==> config.mk <==
export PLATFORM = sky130hd
export DESIGN_NAME = lpq_ctrl
export DESIGN_NICKNAME = d
export VERILOG_FILES = /design/src/rtl/lpq_pkg.sv /design/src/rtl/lpq_ctrl.sv
export SDC_FILE = /design/constraint.sdc
export NUM_CORES = 1
export LEC_CHECK = 0
export BUFFER_PORTS_ARGS = -buffer_cell sky130_fd_sc_hd__buf_2
export CAP_MARGIN = 10
export CORE_AREA = 2 2 44 46
export DETAILED_ROUTE_END_ITERATION = 7
export DIE_AREA = 0 0 46 48
export PLACE_DENSITY = 0.7
export SLEW_MARGIN = 10
export SYNTH_ARGS = -nofsm -noshare
export SYNTH_HDL_FRONTEND = slang
export SYNTH_SLANG_ARGS = --single-unit
==> constraint.sdc <==
create_clock -name clk -period 1.5 [get_ports clk]
set_clock_uncertainty 0.05 [all_clocks]
set_input_delay 0.225 -clock clk [delete_from_list [all_inputs] [get_ports clk]]
set_output_delay 0.225 -clock clk [all_outputs]
set_load 0.05 [all_outputs]
==> src/rtl/lpq_pkg.sv <==
package lpq_pkg;

    localparam int LEN_W     = 13;
    localparam int BYTE_W    = 8;
    localparam int STAT_W    = 3;
    localparam int HDR_BYTES = 4;
    localparam int HDR_W     = 8 * HDR_BYTES;
    localparam int CNT_W     = 3;

    localparam logic CMD_PUSH = 1'b0;
    localparam logic CMD_POP  = 1'b1;

    typedef enum logic [STAT_W-1:0] {
        ST_OK      = 3'd0,
        ST_REJECT  = 3'd1,
        ST_EMPTY   = 3'd2,
        ST_BAD_LEN = 3'd3,
        ST_BAD_ARG = 3'd4
    } status_t;

    // Commands from the controller to the datapath.
    typedef struct packed {
        logic    wr_in;       // store the input byte at the write position
        logic    push_cont;   // count down a push in progress
        logic    start_drop;  // begin dropping a rejected record
        logic    latch;       // capture the item fields, clear the step counter
        logic    wr_hdr;      // write one header byte or the first payload byte
        logic    push_done;   // header written, load the remaining push count
        logic    scan_load;   // header scan starts at the read position
        logic    hdr_step;    // one step of the header read
        logic    hdr_commit;  // header accepted, consume it
        logic    rd_scan;     // read address from the scan pointer
        logic    take;        // consume one payload byte
        logic    out_load;    // load the result register
        status_t res_status;
        logic    res_bvalid;
        logic    res_last;
    } dp_cmd_t;

    // Status from the datapath to the controller.
    typedef struct packed {
        logic push_busy;
        logic push_drop;
        logic push_rem_one;
        logic pop_busy;
        logic pop_rem_one;
        logic len_zero;
        logic len_one;
        logic len_l_one;
        logic max_zero;
        logic no_fit;
        logic hdr_short;
        logic chk_bad;
        logic stored_zero;
        logic cnt_end;
    } dp_flag_t;

endpackage

==> src/rtl/lpq_ctrl.sv <==
module lpq_ctrl (
    input  logic               clk,
    input  logic               rst_n,
    input  logic               in_valid,
    output logic               in_ready,
    input  logic               in_cmd,
    output logic               out_valid,
    input  logic               out_ready,
    input  lpq_pkg::dp_flag_t  flag,
    output lpq_pkg::dp_cmd_t   cmd
);
    import lpq_pkg::*;

    typedef enum logic [4:0] {
        S_IDLE      = 5'b00001,
        S_PUSH_HDR  = 5'b00010,
        S_POP_HDR   = 5'b00100,
        S_POP_CHECK = 5'b01000,
        S_POP_BYTE  = 5'b10000
    } state_t;

    state_t state_reg, state_next;
    logic   out_valid_reg, out_valid_next;
    logic   accept;

    // An item is taken only when the result register is free or draining.
    assign in_ready  = (state_reg == S_IDLE) && (!out_valid_reg || out_ready);
    assign accept    = in_valid && in_ready;
    assign out_valid = out_valid_reg;

    always_comb
    begin
        cmd            = '0;
        cmd.res_status = ST_OK;
        state_next     = state_reg;

        case (state_reg)
            S_IDLE:
            begin
                if (accept)
                begin
                    if (in_cmd == CMD_PUSH)
                    begin
                        if (flag.push_busy)
                        begin
                            cmd.wr_in      = !flag.push_drop;
                            cmd.push_cont  = 1'b1;
                            cmd.out_load   = 1'b1;
                            cmd.res_status = flag.push_drop ? ST_REJECT : ST_OK;
                            cmd.res_last   = flag.push_rem_one;
                        end
                        else if (flag.len_zero)
                        begin
                            cmd.out_load   = 1'b1;
                            cmd.res_status = ST_BAD_ARG;
                        end
                        else if (flag.no_fit)
                        begin
                            cmd.start_drop = 1'b1;
                            cmd.out_load   = 1'b1;
                            cmd.res_status = ST_REJECT;
                            cmd.res_last   = flag.len_one;
                        end
                        else
                        begin
                            cmd.latch  = 1'b1;
                            state_next = S_PUSH_HDR;
                        end
                    end
                    else
                    begin
                        if (flag.pop_busy)
                        begin
                            // The read of the head byte is already under way.
                            state_next = S_POP_BYTE;
                        end
                        else if (flag.max_zero)
                        begin
                            cmd.out_load   = 1'b1;
                            cmd.res_status = ST_BAD_ARG;
                        end
                        else if (flag.hdr_short)
                        begin
                            cmd.out_load   = 1'b1;
                            cmd.res_status = ST_EMPTY;
                        end
                        else
                        begin
                            cmd.latch     = 1'b1;
                            cmd.scan_load = 1'b1;
                            state_next    = S_POP_HDR;
                        end
                    end
                end
            end

            S_PUSH_HDR:
            begin
                cmd.wr_hdr = 1'b1;
                if (flag.cnt_end)
                begin
                    cmd.push_done = 1'b1;
                    cmd.out_load  = 1'b1;
                    cmd.res_last  = flag.len_l_one;
                    state_next    = S_IDLE;
                end
            end

            S_POP_HDR:
            begin
                cmd.rd_scan  = 1'b1;
                cmd.hdr_step = 1'b1;
                if (flag.cnt_end)
                begin
                    state_next = S_POP_CHECK;
                end
            end

            S_POP_CHECK:
            begin
                cmd.rd_scan = 1'b1;
                if (flag.chk_bad)
                begin
                    cmd.out_load   = 1'b1;
                    cmd.res_status = ST_BAD_LEN;
                    state_next     = S_IDLE;
                end
                else if (flag.stored_zero)
                begin
                    cmd.hdr_commit = 1'b1;
                    cmd.out_load   = 1'b1;
                    cmd.res_last   = 1'b1;
                    state_next     = S_IDLE;
                end
                else
                begin
                    cmd.hdr_commit = 1'b1;
                    state_next     = S_POP_BYTE;
                end
            end

            S_POP_BYTE:
            begin
                cmd.take       = 1'b1;
                cmd.out_load   = 1'b1;
                cmd.res_bvalid = 1'b1;
                cmd.res_last   = flag.pop_rem_one;
                state_next     = S_IDLE;
            end

            default:
            begin
                state_next = S_IDLE;
            end
        endcase
    end

    always_comb
    begin
        if (cmd.out_load)
        begin
            out_valid_next = 1'b1;
        end
        else if (out_ready)
        begin
            out_valid_next = 1'b0;
        end
        else
        begin
            out_valid_next = out_valid_reg;
        end
    end

    always_ff @(posedge clk or negedge rst_n)
    begin
        if (!rst_n)
        begin
            state_reg     <= S_IDLE;
            out_valid_reg <= 1'b0;
        end
        else
        begin
            state_reg     <= state_next;
            out_valid_reg <= out_valid_next;
        end
    end

endmodule

* After elaboration in Yosys (flattened, before gate mapping) *
Cells that the tools add are included.

storage, ports and cells
  register bits after elaboration = 6
  input port bits = 19
  logic and storage cells = 82

cells by class
  eq/ne operators = 13
  multiplexer cells = 59
  reduce and logical (&&, ||, !) cells = 8

operators by type and width
  cell                number
  $mux 5              12
  $mux 4              10
  $mux 1              27
  $pmux 5 s4          1
  $mux 2              5
  $ne 3x3->1 const B  3
  $ne 4x4->1 const B  2
  $pmux 1 s4          2
  $reduce_and 8->1    1
  $ne 2x2->1 const B  3
  $pmux 3 s2          1
  $eq 5x1->1 const B  1
  $eq 5x2->1 const B  1
  $eq 5x3->1 const B  1
  $eq 5x4->1 const B  1
  $eq 5x5->1 const B  1
  $mux 3              1
  $logic_and 1x1->1   2
  $logic_not 1->1     2
  $reduce_bool 2->1   1
  $reduce_or 2->1     1
  $logic_or 1x1->1    1

* Longest topological paths before layout *
  depth in word-level cells = 7
  mapped depth = 6

* Least setup slack after synthesis *
No wires, ideal clock.

  kind = reg-to-output
  start = register state_reg[0]
  end = output cmd[14] (netlist name)
  arrival = 2.196 ns
  setup slack = -0.971 ns
  cell stages (with the launch flop) = 5
  buffers on the path = 0
  path through = dfstp_2 > nor3b_2 > and4_1 > nand2b_2 > nor3_1

RTL lines
  what                    RTL line         source
  start, declared         lpq_ctrl.sv:22   state_t state_reg, state_next;
  start signal, assigned  lpq_ctrl.sv:183  state_reg <= state_next;
  end, declared           lpq_ctrl.sv:10   output lpq_pkg::dp_cmd_t cmd

==> results.py <==
metrics = {
    "yosys": {
        "ys_warn_count": 0,
        "synth_cells": 79,
        "syn_nets": 98,
        "synth.distinct_cells": 33,
        "ys_seq_area_share_pct": 25.53,
        "ys_ff_latch": 6,
        "syn_avg_cell_area_um2": 7.507,
        "netlist_area_um2": 593.1,
    },
    "placement": {
        "placedCellCount": 153,
        "gp_congestion": 0.8801,
        "dp_slack_ns": -0.3403,
        "placed_cell_area_um2": 1099,
        "port_buffers": 37,
        "hpwlAfterDp_mm": 1.692,
    },
    "flow_run": {
        "drv_cap": 0,
    },
    "global_routing": {
        "overflow": 0,
        "antenna_found_initial": 0,
        "grt_pass1_vias": 828,
        "grt_use_total_pct": 23.63,
        "grt_max_degree": 9,
        "grt_pass1_wl_mm": 3.553,
    },
    "layout": {
        "drive_gt1_share_pct": 69.39,
        "regArea_um2": 157.7,
        "fin_nets": 167,
        "multi_input_area_um2": 556.8,
        "syn2layout_area_growth_pct": 128.5,
        "stdcell_count": 164,
        "largest_register_ffs": 5,
        "fin_area_um2": 1355,
        "nFillCells": 108,
        "diodes": 0,
        "fin_util_pct": 80.22,
    },
    "critical_path": {
        "arrival_ns": 1.83,
        "end_kind": "output port",
        "required_ns": 1.22,
        "r2r_slack_ns": -0.14,
        "worstSetupStartpoint": "state_reg[0]",
        "endpoint": "cmd[0]",
        "path_max_fanout": 6,
        "r2r-start": "state_reg[0]",
        "rr_worst_depth": 7,
        "start_kind": "flop",
        "setup.worst_path.class": "reg2out",
        "r2r-end": "out_valid",
    },
    "die": {
        "floorplan.die.height_um": 48,
        "rows": 15,
        "initial_core_util_pct": 35.11,
        "die_w_um": 46,
        "io_pins": 38,
        "placeableCoreArea_um2": 1689,
        "dieArea_um2": 2208,
    },
    "clock_network": {
        "cts_inserted_buffers": 3,
        "root_buffer": "clkbuf_4",
        "clk_pin_slew_ns": 0.05,
        "cts_buffer_depth": 2,
        "clock_latency_ns": 0.26,
        "h-tree-depth": 1,
        "cts_tree": "built",
        "cts_sinks": 6,
    },
    "timing": {
        "setup_viol_count_final": 22,
        "hold_ws_ns": 0.2627,
        "finalCritPeriodShare_pct": 140.1,
        "fin_crit_ns": 2.101,
        "worst_slew_pin_slew_ns": 0.4698,
        "fin_ws_ns": -0.6008,
        "rsz0062_at_grt": "true",
        "fin_setup_tns_ns": -7.940,
        "finalHoldViolations": 0,
        "drv_slew": 0,
        "clock.fmax_mhz": 476.0,
        "slew_headroom_pct": 68.68,
    },
    "routing": {
        "first_pass_iters": 4,
        "dr.first_iter.drc_count": 30,
        "vias_per_cell": 5.488,
        "wl_per_cell_um": 15.44,
        "ant_nets": 0,
        "vias": 900,
        "wirelength_mm": 2.532,
        "drc_errors": 0,
    },
    "power_and_ir_drop": {
        "p_leak_nw": 0.6140,
        "power_mw": 1.380,
        "irDropWorstVdd_mv": 0.6941,
        "powerDensity_nw_per_um2": 1018,
    },
    "run_status": {
        "violations": "negative setup slack",
        "status": "finished, violations left",
    },
    "worst_hold_path": {
        "hold_class": "in2reg",
    },
}
==> timing repair <==
item | in CTS | in global routing
hold endpoints to repair | 6 | 0
pin swaps | 5 | 8
setup buffers | 1 | 5
endpoints found under the setup margin | 22 | 22
gates resized for setup | 39 | 17
hold buffers | 1 | 0
==> kinds of logic (layout without fill, tap and decap cells) <==
family / Yosys count / count (layout) / synth area share (%)
compound gates: 18 / 18 / 19.41
flops: 6 / 6 / 25.53
xor+xnor: 2 / 2 / 2.954
simple gates: 43 / 43 / 44.09
buf+inv: 10 / 78 / 8.016
==> metal layers <==
metal	global-route usage (%)	part of all wire (%)	up-vias
li1	-	-	425
met1	25.79	36	410
met2	41.67	54	57
met3	5.660	7.7	8
met4	13.71	2.2	0
met5	0	0	-
==> where the power goes <==
group / internal [mW] / switching, mW / total, mW
logic: 0.418 / 0.537 / 0.955
clock network: 0.102 / 0.0761 / 0.178
registers: 0.206 / 0.0414 / 0.247
==> synth_stat cells (all sizes together) <==
library cell | n | area, µm²
o2111a | 1 | 11.26
a21oi | 5 | 25.02
or3 | 2 | 12.51
dfstp | 1 | 26.28
inv | 5 | 18.77
a31oi | 1 | 6.260
nand2b | 6 | 40.04
nand2 | 3 | 11.26
dfrtp | 5 | 125.1
nor2b | 1 | 6.260
and4b | 1 | 10.01
o21ai | 4 | 20.02
clkbuf | 1 | 3.750
nand3 | 2 | 10.01
o22ai | 2 | 12.51
and3 | 1 | 6.260
and4 | 2 | 17.52
a222oi | 1 | 10.01
nor3b | 4 | 40.03
nor2 | 10 | 37.54
a211oi | 1 | 7.510
a21boi | 1 | 7.510
o21bai | 2 | 15.01
and2 | 1 | 6.260
nor3 | 5 | 25.02
nor4 | 1 | 12.51
nand4 | 3 | 18.77
buf | 4 | 25.02
or4 | 1 | 7.510
xnor2 | 2 | 17.52
==> worst min path at each step <==
stage	from	end	slack [ns]	cells after the start
6_report	out_ready	out_valid	0.26	4
4_1_cts	flag[0]	state_reg[2]	0.25	3
3_5_place_dp	rst_n	state_reg[3]	0.009	1
5_1_grt	flag[0]	state_reg[2]	0.25	3
3_3_place_gp	rst_n	state_reg[3]	0.006	1
2_1_floorplan	rst_n	out_valid	-0.12	0
==> critical path: stages, from the launching register on <==
cell and delay (ns):
dfstp_2 0.57, nor3b_4 0.21, and4_4 0.31, nand2b_4 0.13, o21ai_4 0.17, buf_6 0.17
==> cell type report <==
type / instances / share of cell area [%]
clock buffers: 4 / 1.939
inverters: 5 / 1.662
flip-flops and latches: 6 / 11.63
well taps: 17 / 1.570
multi-input cells: 63 / 41.09
repair buffers: 69 / 42.11
==> placed cells by master (no fill, tap or decap), types with 2 or more instances in the layout <==
| cell | instances |
|---|---|
| buf_4 | 29 |
| buf_2 | 19 |
| buf_6 | 14 |
| buf_8 | 6 |
| nor2_4 | 5 |
| nand2b_1 | 5 |
| dfrtp_2 | 5 |
| a21oi_1 | 4 |
| nor2_1 | 4 |
| inv_1 | 4 |
| o21ai_4 | 3 |
| nor3_4 | 3 |
| nand4_1 | 3 |
| clkbuf_4 | 3 |
| nor3b_4 | 2 |
| and4_4 | 2 |
| nor3b_1 | 2 |
| or3_1 | 2 |
| xnor2_1 | 2 |
| nor3_1 | 2 |
| o21bai_1 | 2 |
| nand2_1 | 2 |
| o22ai_1 | 2 |
Note: power is estimated with default switching activity, not from simulation.
